<file path="config.mk">
export PLATFORM = sky130hd
export DESIGN_NAME = adler32_checksum_8lane
export DESIGN_NICKNAME = d
export VERILOG_FILES = /design/src/rtl/adl_pkg.sv /design/src/rtl/adl_lane.sv /design/src/rtl/adl_merge.sv /design/src/rtl/adler32_checksum_8lane.sv
export VERILOG_INCLUDE_DIRS = /design/src /design/src/rtl
export SDC_FILE = /design/constraint.sdc
export NUM_CORES = 1
export LEC_CHECK = 0
export BUFFER_PORTS_ARGS = -buffer_cell sky130_fd_sc_hd__buf_2
export CORE_ASPECT_RATIO = 0.8
export CORE_MARGIN = 4
export CORE_UTILIZATION = 35
export DETAILED_ROUTE_END_ITERATION = 16
export GPL_ROUTABILITY_DRIVEN = 0
export GPL_TIMING_DRIVEN = 0
export SYNTH_ARGS = -nofsm -noshare
export SYNTH_HDL_FRONTEND = slang
export SYNTH_SLANG_ARGS = --single-unit
</file>
<file path="constraint.sdc">
create_clock -name clk -period 11.54 [get_ports clk]
set_clock_uncertainty 0.05 [all_clocks]
set_input_delay 1.154 -clock clk [delete_from_list [all_inputs] [get_ports clk]]
set_output_delay 1.154 -clock clk [all_outputs]
set_load 0.005 [all_outputs]
</file>
<file path="src/rtl/adler32_checksum_8lane_macros.svh">
// Assertion helpers for the checksum block.
// Each expects signals named clk and arst_n in the scope of use.
`ifndef ADLER32_CHECKSUM_8LANE_MACROS_SVH
`define ADLER32_CHECKSUM_8LANE_MACROS_SVH

// Same-cycle implication
`define ADL_ASSERT_IMP(lbl, ante, cons, msg) \
	lbl: assert property (@(posedge clk) disable iff (!arst_n) (ante) |-> (cons)) \
		else $error(msg);

// Next-cycle implication
`define ADL_ASSERT_NXT(lbl, ante, cons, msg) \
	lbl: assert property (@(posedge clk) disable iff (!arst_n) (ante) |=> (cons)) \
		else $error(msg);

`endif

</file>
<file path="src/rtl/adl_pkg.sv">
package adl_pkg;

	// Lane count bounds and default
	localparam int LANES_DEF = 8;
	localparam int MAX_LANES = 8;

	// Field widths
	localparam int BYTE_W  = 8;
	localparam int DATA_W  = MAX_LANES * BYTE_W;
	localparam int COUNT_W = 4;
	localparam int SEED_W  = 32;
	localparam int SUM_W   = 16;
	localparam int CHK_W   = 2 * SUM_W;

	// Stream data word: data_bytes, byte_count, seed, padded to bytes
	localparam int TDATA_RAW_W = DATA_W + COUNT_W + SEED_W;
	localparam int TDATA_W     = ((TDATA_RAW_W + 7) / 8) * 8;

	// Adler modulus and the residue of 2^16 used to fold sum B
	localparam int unsigned ADLER_MOD = 32'd65521;
	localparam int unsigned ADL_FOLD  = (32'd1 << SUM_W) % ADLER_MOD;

	// Per-item side information carried down the pipeline
	typedef struct packed {
		logic              first;
		logic              last;
		logic [SEED_W-1:0] seed;
	} meta_t;

	// Stage enables from the top-level flow control
	typedef struct packed {
		logic tree_en;
		logic acc_en;
	} ctrl_t;

endpackage

</file>
<file path="src/rtl/adl_lane.sv">
module adl_lane #(
	parameter int IDX = 0,
	parameter int NW  = 4
) (
	input  logic                           clk,
	input  logic                           en,
	input  logic [NW-1:0]                  n,
	input  logic [adl_pkg::BYTE_W-1:0]     data_byte,
	output logic [adl_pkg::BYTE_W-1:0]     byte_s1,
	output logic [adl_pkg::BYTE_W+NW-1:0]  wbyte_s1
);

	logic                          lane_on;
	logic [NW-1:0]                 weight;
	logic [adl_pkg::BYTE_W-1:0]    byte_m;

	// Byte counts toward sum A once and toward sum B (n - IDX) times
	assign lane_on = (n > NW'(IDX));
	assign weight  = lane_on ? (n - NW'(IDX)) : '0;
	assign byte_m  = lane_on ? data_byte : '0;

	always_ff @(posedge clk) begin
		if (en) begin
			byte_s1  <= byte_m;
			wbyte_s1 <= (adl_pkg::BYTE_W + NW)'(byte_m) * (adl_pkg::BYTE_W + NW)'(weight);
		end
	end

endmodule

</file>
<file path="src/rtl/adl_merge.sv">
module adl_merge #(
	parameter int LANES = adl_pkg::LANES_DEF,
	parameter int NW    = 4
) (
	input  logic                                         clk,
	input  logic                                         arst_n,
	input  adl_pkg::ctrl_t                               ctrl,
	input  logic [LANES-1:0][adl_pkg::BYTE_W-1:0]        byte_s1,
	input  logic [LANES-1:0][adl_pkg::BYTE_W+NW-1:0]     wbyte_s1,
	input  adl_pkg::meta_t                               meta_s1,
	input  logic [NW-1:0]                                n_s1,
	output logic                                         last_s2,
	output logic [adl_pkg::CHK_W-1:0]                    chk_next
);

	localparam int SW  = adl_pkg::BYTE_W + $clog2(LANES + 1);
	localparam int WW  = adl_pkg::BYTE_W + $clog2(LANES * (LANES + 1) / 2 + 1);
	localparam int AW  = adl_pkg::SUM_W + 1;
	localparam int BW  = adl_pkg::SUM_W + NW + 1;
	localparam int HW  = BW - adl_pkg::SUM_W;
	localparam int FW  = 5;

	logic [SW-1:0]              s_sum, s_sum_s2;
	logic [WW-1:0]              w_sum, w_sum_s2;
	adl_pkg::meta_t             meta_s2;
	logic [NW-1:0]              n_s2;
	logic [adl_pkg::SUM_W-1:0]  sum_a_q, sum_b_q;
	logic [adl_pkg::SUM_W-1:0]  a0, b0, a_mod, b_mod;
	logic [AW-1:0]              a_raw;
	logic [BW-1:0]              b_raw;
	logic [AW-1:0]              b_fold;

	// Sum of lane bytes and of weighted lane bytes
	always_comb begin
		s_sum = '0;
		w_sum = '0;
		for (int k = 0; k < LANES; k++) begin
			s_sum = s_sum + SW'(byte_s1[k]);
			w_sum = w_sum + WW'(wbyte_s1[k]);
		end
	end

	always_ff @(posedge clk) begin
		if (ctrl.tree_en) begin
			s_sum_s2 <= s_sum;
			w_sum_s2 <= w_sum;
			meta_s2  <= meta_s1;
			n_s2     <= n_s1;
		end
	end

	// Starting sums: seed on a first item, else the running state
	assign a0 = meta_s2.first ? meta_s2.seed[adl_pkg::SUM_W-1:0] : sum_a_q;
	assign b0 = meta_s2.first ? meta_s2.seed[adl_pkg::SEED_W-1:adl_pkg::SUM_W] : sum_b_q;

	// A grows by the byte sum, B by n copies of A plus the weighted sum
	assign a_raw = AW'(a0) + AW'(s_sum_s2);
	assign b_raw = BW'(b0) + BW'(n_s2) * BW'(a0) + BW'(w_sum_s2);

	// Fold B from bit 16 up (2^16 is 15 mod 65521), then one subtract each
	assign b_fold = AW'(b_raw[adl_pkg::SUM_W-1:0])
		+ AW'(FW'(adl_pkg::ADL_FOLD)) * AW'(b_raw[BW-1:adl_pkg::SUM_W]);
	assign a_mod = (a_raw >= AW'(adl_pkg::ADLER_MOD))
		? adl_pkg::SUM_W'(a_raw - AW'(adl_pkg::ADLER_MOD)) : adl_pkg::SUM_W'(a_raw);
	assign b_mod = (b_fold >= AW'(adl_pkg::ADLER_MOD))
		? adl_pkg::SUM_W'(b_fold - AW'(adl_pkg::ADLER_MOD)) : adl_pkg::SUM_W'(b_fold);

	// Running sums
	always_ff @(posedge clk or negedge arst_n) begin
		if (!arst_n) begin
			sum_a_q <= adl_pkg::SUM_W'(1);
			sum_b_q <= '0;
		end else if (ctrl.acc_en) begin
			sum_a_q <= a_mod;
			sum_b_q <= b_mod;
		end
	end

	assign last_s2  = meta_s2.last;
	assign chk_next = {b_mod, a_mod};

	// HW is only a sanity bound on the folded high part
	if (HW > FW) begin : g_bad_width
		$error("fold width too narrow for LANES");
	end

endmodule

</file>
<file path="src/rtl/adler32_checksum_8lane.sv">
// Adler-32 checksum engine taking up to LANES message bytes per item, lowest
// byte first. Set first on the item that opens a message to load the sums
// from seed (sum B in bits 31:16, sum A in 15:0); without it an item
// continues from the current sums, which start at 1 and 0 after reset. A
// byte_count above LANES counts as LANES. The item marked with tlast yields
// one checksum item; other items yield nothing. Sustained rate is one item
// per clock unless a final item waits for the output register: the lanes and
// the byte-sum tree are pipelined, and the only loop is the modular update of
// the two running sums. A checksum passes the lane, tree and output registers
// to m_tvalid, and a waiting one does not stop items that are not final.
`include "adler32_checksum_8lane_macros.svh"

module adler32_checksum_8lane #(
	parameter int LANES = adl_pkg::LANES_DEF
) (
	input  logic                        clk,
	input  logic                        arst_n,
	input  logic                        s_tvalid,
	output logic                        s_tready,
	// data_bytes [63:0], byte_count [67:64], seed [99:68], zero pad above
	input  logic [adl_pkg::TDATA_W-1:0] s_tdata,
	// first
	input  logic                        s_tuser,
	input  logic                        s_tlast,
	output logic                        m_tvalid,
	input  logic                        m_tready,
	// checksum [31:0]
	output logic [adl_pkg::CHK_W-1:0]   m_tdata
);

	localparam int NW = $clog2(LANES + 1);
	localparam int CNT_LO  = adl_pkg::DATA_W;
	localparam int SEED_LO = adl_pkg::DATA_W + adl_pkg::COUNT_W;

	logic [adl_pkg::COUNT_W-1:0]                   byte_count;
	logic [NW-1:0]                                 n_in, n_s1;
	adl_pkg::meta_t                                meta_in, meta_s1;
	logic                                          valid_s1, valid_s2;
	logic                                          out_valid_q;
	logic [adl_pkg::CHK_W-1:0]                     checksum_q;
	logic                                          in_fire, s1_ready, s2_ready;
	logic                                          acc_fire, out_free, last_s2;
	adl_pkg::ctrl_t                                ctrl;
	logic [LANES-1:0][adl_pkg::BYTE_W-1:0]         lane_byte_s1;
	logic [LANES-1:0][adl_pkg::BYTE_W+NW-1:0]      lane_wbyte_s1;
	logic [adl_pkg::CHK_W-1:0]                     chk_next;

	// Input unpacking and byte count clamp
	assign byte_count   = s_tdata[SEED_LO-1:CNT_LO];
	assign n_in         = (byte_count > adl_pkg::COUNT_W'(LANES))
		? NW'(LANES) : NW'(byte_count);
	assign meta_in.first = s_tuser;
	assign meta_in.last  = s_tlast;
	assign meta_in.seed  = s_tdata[SEED_LO+adl_pkg::SEED_W-1:SEED_LO];

	// Flow control: only a final item waits for the output register
	assign out_free = !out_valid_q || m_tready;
	assign acc_fire = valid_s2 && (!last_s2 || out_free);
	assign s2_ready = !valid_s2 || acc_fire;
	assign s1_ready = !valid_s1 || s2_ready;
	assign s_tready = s1_ready;
	assign in_fire  = s_tvalid && s1_ready;

	assign ctrl.tree_en = valid_s1 && s2_ready;
	assign ctrl.acc_en  = acc_fire;

	always_ff @(posedge clk or negedge arst_n) begin
		if (!arst_n) begin
			valid_s1    <= 1'b0;
			valid_s2    <= 1'b0;
			out_valid_q <= 1'b0;
		end else begin
			if (s1_ready)
				valid_s1 <= s_tvalid;
			if (s2_ready)
				valid_s2 <= valid_s1;
			if (acc_fire && last_s2)
				out_valid_q <= 1'b1;
			else if (m_tready)
				out_valid_q <= 1'b0;
		end
	end

	// Side information for stage 1
	always_ff @(posedge clk) begin
		if (in_fire) begin
			meta_s1 <= meta_in;
			n_s1    <= n_in;
		end
	end

	// One lane per byte position
	for (genvar k = 0; k < LANES; k++) begin : g_lane
		adl_lane #(
			.IDX (k),
			.NW  (NW)
		) u_lane (
			.clk       (clk),
			.en        (in_fire),
			.n         (n_in),
			.data_byte (s_tdata[k*adl_pkg::BYTE_W +: adl_pkg::BYTE_W]),
			.byte_s1   (lane_byte_s1[k]),
			.wbyte_s1  (lane_wbyte_s1[k])
		);
	end

	// Lane merge and running-sum update
	adl_merge #(
		.LANES (LANES),
		.NW    (NW)
	) u_merge (
		.clk      (clk),
		.arst_n   (arst_n),
		.ctrl     (ctrl),
		.byte_s1  (lane_byte_s1),
		.wbyte_s1 (lane_wbyte_s1),
		.meta_s1  (meta_s1),
		.n_s1     (n_s1),
		.last_s2  (last_s2),
		.chk_next (chk_next)
	);

	// Output register
	always_ff @(posedge clk) begin
		if (acc_fire && last_s2)
			checksum_q <= chk_next;
	end

	assign m_tvalid = out_valid_q;
	assign m_tdata  = checksum_q;

	`ADL_ASSERT_NXT(a_out_shown_c, acc_fire && last_s2, m_tvalid, "final item gave no checksum")
	`ADL_ASSERT_NXT(a_out_reduced_c, acc_fire && last_s2, (m_tdata[15:0] < 16'd65521) && (m_tdata[31:16] < 16'd65521), "checksum halves not reduced")
	`ADL_ASSERT_NXT(a_final_held_c, valid_s2 && last_s2 && out_valid_q && !m_tready, valid_s2 && last_s2, "stalled final item lost")
	`ADL_ASSERT_IMP(a_no_drop_c, valid_s1 && !s2_ready, !s_tready, "input taken over a full stage 1")

endmodule
</file>
==> flow_summary.yaml, run 1 <==
detailed_routing:
  ant_nets: 0
  num_vias: 17790
  drt-met1-wl_um: 31970
  wl_met2_um: 30770
  drtIter0Drc: 1224
  viasPerCell: 4.755
  route.met3.wl_um: 4055
  top_layer_used: "met5"
  drt-total-wl_um: 68240
  drcViolationCount: 0
  avgRoutedWirePerCell_um: 18.24
  dr.pass1.iters: 5
cts:
  cts.sinks: 328
  h-tree-depth: 2
  path_clk_slew_ps: 60
  clock_latency_ps: 570
  post_cts_buffers: 0
  cts_tree: "yes"
  clockBufferDepth: 3
  cts_buffers: 36
  root_buffer: "clkbuf_16"
  cts_hold_buf: 0
global_routing:
  grt_pass1_vias: 17980
  track_usage_pct: 16.81
  grt_remaining_overflow: 0
  antenna_found_initial: 2
  grt_pass1_wl_um: 106900
  grt_max_degree: 65
layout:
  fin_nets: 3318
  finalCoreUtilization_pct: 39.78
  regArea_um2: 9676
  drive_gt1_share_pct: 10.67
  final_cell_count_no_fill: 3742
  final_area_um2: 30660
  multiInputGateArea_um2: 15980
  area_growth_pct: 12.50
  fill_cells: 7488
timing:
  min_period_over_period_pct: 92.34
  finalSetupViolCount: 0
  fmax_mhz: 93.84
  slew_headroom_pct: 24.29
  finalHoldViolCount: 0
  post-route-min-period_ps: 10660
  grt_setup_unrepaired: "false"
  worst_pin_slew_ps: 1136
  layout_setup_ws_ps: 883.5
  report.final.slew_viol_count: 0
placed_design:
  placed_area_um2: 29400
  dp.cells: 3677
  dp_slack_ps: -873.1
  dp_hpwl_um: 54970
  numPortBuffers: 138
setup_path:
  required_ps: 11900
  critPathLaunchType: "register"
  cp-end-kind: "register"
  critPathBufInv: 7
  cpPeakStageDelay_ps: 620
  cp_common_cell: "fa_1"
  path_class: "reg2reg"
  crit_slowest_cell: "or4b_2"
  crit_fanout: 10
  cp_data_arrival_time_ps: 11020
  crit_family: "adder cells"
floorplan:
  core_area_um2: 77080
  die_y_um: 257.6
  die_w_um: 320.0
  start_util_pct: 35.36
  dieArea_um2: 82430
  rows: 91
  io_pins: 144
flow_run:
  cap_violations: 0
logic_synthesis:
  ys_warn_count: 0
  ys_types: 87
  yosysTopAreaCellShare_pct: 32.28
  synth_area_per_cell_um2: 10.91
  synthCells: 2498
  netlist_area_um2: 27260
  synthMostInstantiatedCell: "inv_1"
  synth_flop_cell: "edfxtp_1"
  ys_ff_latch: 328
  yosysSeqAreaShare_pct: 35.50
  async_flop_share_pct: 10.67
  yosys-top-cells-area: "edfxtp_1 32%, fa_1 19%, ha_1 12%"
  synth_common_cells: "411 x inv_1, 293 x edfxtp_1, 262 x fa_1"
  yosysTopAreaCell: "edfxtp_1"
  synth_edf_count: 293
run_status:
  status: "finished, final reports clean"
min_path:
  min_path_type: "reg2reg"
-- cells by family after synthesis --
family	after synthesis	share of synthesized area [%]
adder cells (fa/ha/maj)	517	30.95
XOR/XNOR	153	4.967
multiplexers	50	2.015
AO/OA/AOI/OAI	313	7.680
buffers and inverters	459	6.344
flip-flops	328	35.50
AND/OR/NAND/NOR	676	12.52
other	2	0.02755
-- state kept, by name (all words and copies together) (netlist names) --
register / count
g_lane.u_lane.wbyte_s1: 96
g_lane.u_lane.byte_s1: 63
meta_s1: 34
u_merge.meta_s2: 33
m_tdata: 32
u_merge.sum_a_q: 16
u_merge.sum_b_q: 16
u_merge.w_sum_s2: 14
u_merge.s_sum_s2: 12
n_s1: 4
u_merge.n_s2: 4
m_tvalid: 1
u_merge.last_s2: 1
valid_s1: 1
valid_s2: 1
-- final timing paths --
path	startpoint	end	slack [ps]	cells after the start
worst max-delay path	u_merge.meta_s2[33]	m_tdata[22]	880	33
worst max register to register	u_merge.meta_s2[33]	m_tdata[22]	880	33
max in group asynchronous	arst_n	u_merge.sum_b_q[1]	10110	1
worst min-delay path	meta_s1[4]	u_merge.meta_s2[4]	370	0
min in group asynchronous	arst_n	u_merge.sum_a_q[8]	680	1
worst min register to register	meta_s1[4]	u_merge.meta_s2[4]	370	0
-- through the flow --
| stage | hold slack, ps | TNS, ps |
|---|---|---|
| 6_report | 367.4 | 0 |
| 5_1_grt | 370.8 | 0 |
| 4_1_cts | 364.4 | 0 |
| 3_5_place_dp | 354.5 | -21240 |
| 3_3_place_gp | 351.1 | -20700 |
| 2_1_floorplan | 350.3 | 0 |
-- final cells by class --
cell class	count	area share [%]
multi-input combinational	1725	52.10
sequential	328	31.55
inverter	412	5.043
tap	1023	4.174
clock buffer	44	3.174
timing repair buffer	142	2.611
clock inverter	21	0.7141
buffer	46	0.6202
antenna	1	0.008161
-- layer usage --
layer | GRT usage, % | vias up
met5 | 0 | -
li1 | - | 8665
met1 | 24.22 | 8616
met4 | 3.821 | 2
met3 | 2.985 | 82
met2 | 26.48 | 428
-- layout by cell type (no fill, tap or decap), drive strengths merged, types with 81 or more instances in the layout --
cell    count
inv       411
nand2     195
fa        262
xnor2     115
ha        255
and2      103
a21oi     104
nor2      148
buf       151
clkbuf     81
edfxtp    293
-- timing repair --
item,CTS,global route
gates resized for setup,4,15
setup endpoints to repair,32,32
hold endpoints to repair,0,0
Power of run 1 is left out: the tool's default activity adds up to more than one toggle a clock period on the data nets, which glitch-free logic cannot reach.
==> run 2: changes to the inputs <==
- CTS_CLUSTER_SIZE: unset -> 28
- SYNTH_HIERARCHICAL: unset -> 1
==> run 2 against run 1 <==
Critical path depth is 5 higher; synthesized cell count is 1.6% higher; cell area is 3.3% higher; global-route usage is 0.36 points lower; first-iteration DRC count is 3.0% lower; sequential share of layout area is 1.0 points lower; critical path type unchanged; highest routed layer is now met4.
==> flow_summary.yaml, run 2 <==
flow_run:
  cap_violations: 0
global_routing:
  track_usage_pct: 16.45
  antenna_found_initial: 2
  grt_pass1_vias: 18590
  grt_pass1_wl_um: 107000
  grt_remaining_overflow: 0
  grt_max_degree: 36
min_path:
  min_from: "meta_s1[10]"
  min_path_type: "reg2reg"
timing:
  slew_headroom_pct: 31.77
  timing.hold.ws_ps: 364.0
  post-route-min-period_ps: 10840
  finalSetupViolCount: 0
  report.final.slew_viol_count: 0
  fin_tns_setup_ps: 0
  worst_pin_slew_ps: 995.0
  grt_setup_unrepaired: "false"
  min_period_over_period_pct: 93.97
  finalHoldViolCount: 0
  fmax_mhz: 92.21
setup_path:
  crit_cells: 38
  r2r-start: "u_merge/meta_s2[33]"
  cp_data_arrival_time_ps: 11290
  path_class: "reg2reg"
  regToRegSetupSlack_ps: 700
  r2r-end: "u_merge/sum_b_q[7]"
  required_ps: 11990
  cpPeakStageDelay_ps: 530
  crit_slowest_cell: "fa_1"
  critPathLaunch: "u_merge/meta_s2[33]"
  critPathLaunchType: "register"
  cp-endpoint: "u_merge/sum_b_q[7]"
  reg2reg_depth: 38
  crit_family: "adder cells"
  cp-end-kind: "register"
  crit_fanout: 17
  critPathBufInv: 10
logic_synthesis:
  yosys-top-cells-area: "edfxtp_1 32%, fa_1 20%, ha_1 10%"
  netlist_area_um2: 27900
  ys_warn_count: 6
  synth.net_count: 3152
  synth_edf_count: 293
  synthCells: 2537
  yosysSeqAreaShare_pct: 34.68
  yosysTopAreaCell: "edfxtp_1"
  ys_types: 103
  synthMostInstantiatedCell: "inv_1"
  yosysTopAreaCellShare_pct: 31.54
  synth_area_per_cell_um2: 11.00
  synth_flop_cell: "edfxtp_1"
  synth_common_cells: "472 x inv_1, 293 x edfxtp_1, 282 x fa_1"
  async_flop_share_pct: 10.67
  ys_ff_latch: 328
cts:
  cts_hold_buf: 0
  path_clk_slew_ps: 60
  cts_buffers: 39
  clockBufferDepth: 3
  root_buffer: "clkbuf_16"
  h-tree-depth: 2
  clock_latency_ps: 580
  cts.sinks: 328
  cts_tree: "yes"
detailed_routing:
  drtIter0Drc: 1187
  avgRoutedWirePerCell_um: 17.72
  drt-total-wl_um: 67300
  ant_nets: 0
  drcViolationCount: 0
  viasPerCell: 4.790
  dr.pass1.iters: 5
  num_vias: 18190
placed_design:
  numPortBuffers: 139
  placed_area_um2: 30330
  dp_hpwl_um: 54820
layout:
  mostFrequentLayoutCells: "472 x inv_1, 293 x edfxtp_1, 282 x fa_1"
  area_growth_pct: 13.54
  fin_nets: 3347
  final_common_cell: "inv_1"
  regMostFlops: "g_lane.u_lane/wbyte_s1"
  top_regs: "g_lane.u_lane/wbyte_s1 (96), g_lane.u_lane/byte_s1 (64), meta_s1 (34)"
  fill_cells: 7631
  final_area_um2: 31680
  finalCoreUtilization_pct: 40.17
  drive_gt1_share_pct: 12.50
  largest_reg_flops: 96
floorplan:
  dieArea_um2: 84320
  core_area_um2: 78850
  die_y_um: 260.5
  rows: 92
  io_pins: 144
  start_util_pct: 35.38
  die_w_um: 323.7
run_status:
  status: "finished, final reports clean"
## run 2: logic make-up (layout without fill, tap and decap cells)
| logic type | count (synthesis) | after routing | share of synthesized area, % |
|---|---|---|---|
| simple gates | 711 | 711 | 13.51 |
| buf+inv | 508 | 732 | 6.911 |
| fa+ha+maj | 506 | 506 | 30.27 |
| flops | 328 | 328 | 34.68 |
| compound gates | 288 | 288 | 7.885 |
| xor+xnor | 135 | 135 | 4.319 |
| mux | 61 | 61 | 2.417 |
| other cells | 0 | 2 | 0 |
## run 2: worst reg2reg max path: cells and delay by family, from the launching register on
family / cells / cell delay [ps]
adders and majority gates: 7 / 3150
AOI/OAI and AO/OA: 10 / 2410
and+or+nand+nor: 8 / 2180
buffers and inverters: 10 / 1680
xor gates and xnor gates: 2 / 790
DFF: 1 / 330
muxes: 1 / 200
## run 2: cell type report
class / instances / area, µm² / share of cell area [%]
tap: 1034 / 1294 / 4.084
buffer: 35 / 161.4 / 0.5096
clock inverter: 24 / 317.8 / 1.003
timing repair buffer: 155 / 1084 / 3.421
antenna: 2 / 5.005 / 0.01580
sequential: 328 / 9676 / 30.55
clock buffer: 46 / 1023 / 3.231
multi-input combinational: 1701 / 16340 / 51.60
inverter: 472 / 1772 / 5.593
## run 2: worst min path at each step
stage | to | depth (start not counted)
2_1_floorplan | u_merge/last_s2 | 0
3_3_place_gp | u_merge/n_s2[3] | 0
3_5_place_dp | u_merge/n_s2[2] | 0
4_1_cts | u_merge/meta_s2[10] | 0
5_1_grt | u_merge/meta_s2[28] | 0
6_report | u_merge/meta_s2[10] | 0
## run 2: stage by stage
step	setup WS [ps]	std cells
6_report	695.6	3797
5_1_grt	32.45	3796
4_1_cts	92.25	3796
3_5_place_dp	-488.1	3726
3_3_place_gp	-5079	3710
2_1_floorplan	6.967	2537
## run 2: layer usage
| metal | wire length, µm | GRT usage [%] | vias to the layer above |
|---|---|---|---|
| met4 | 1271 | 3.750 | 0 |
| li1 | - | - | 8803 |
| met3 | 3530 | 2.574 | 74 |
| met5 | 0 | 0 | - |
| met2 | 29710 | 25.70 | 418 |
| met1 | 32790 | 24.11 | 8894 |
## run 2: what timing repair did
item	CTS	global route
resized for setup	2	3
endpoints found under the hold margin	0	0
setup buffers	0	0
setup endpoints to repair	32	32
Power of run 2 is left out for the same reason.
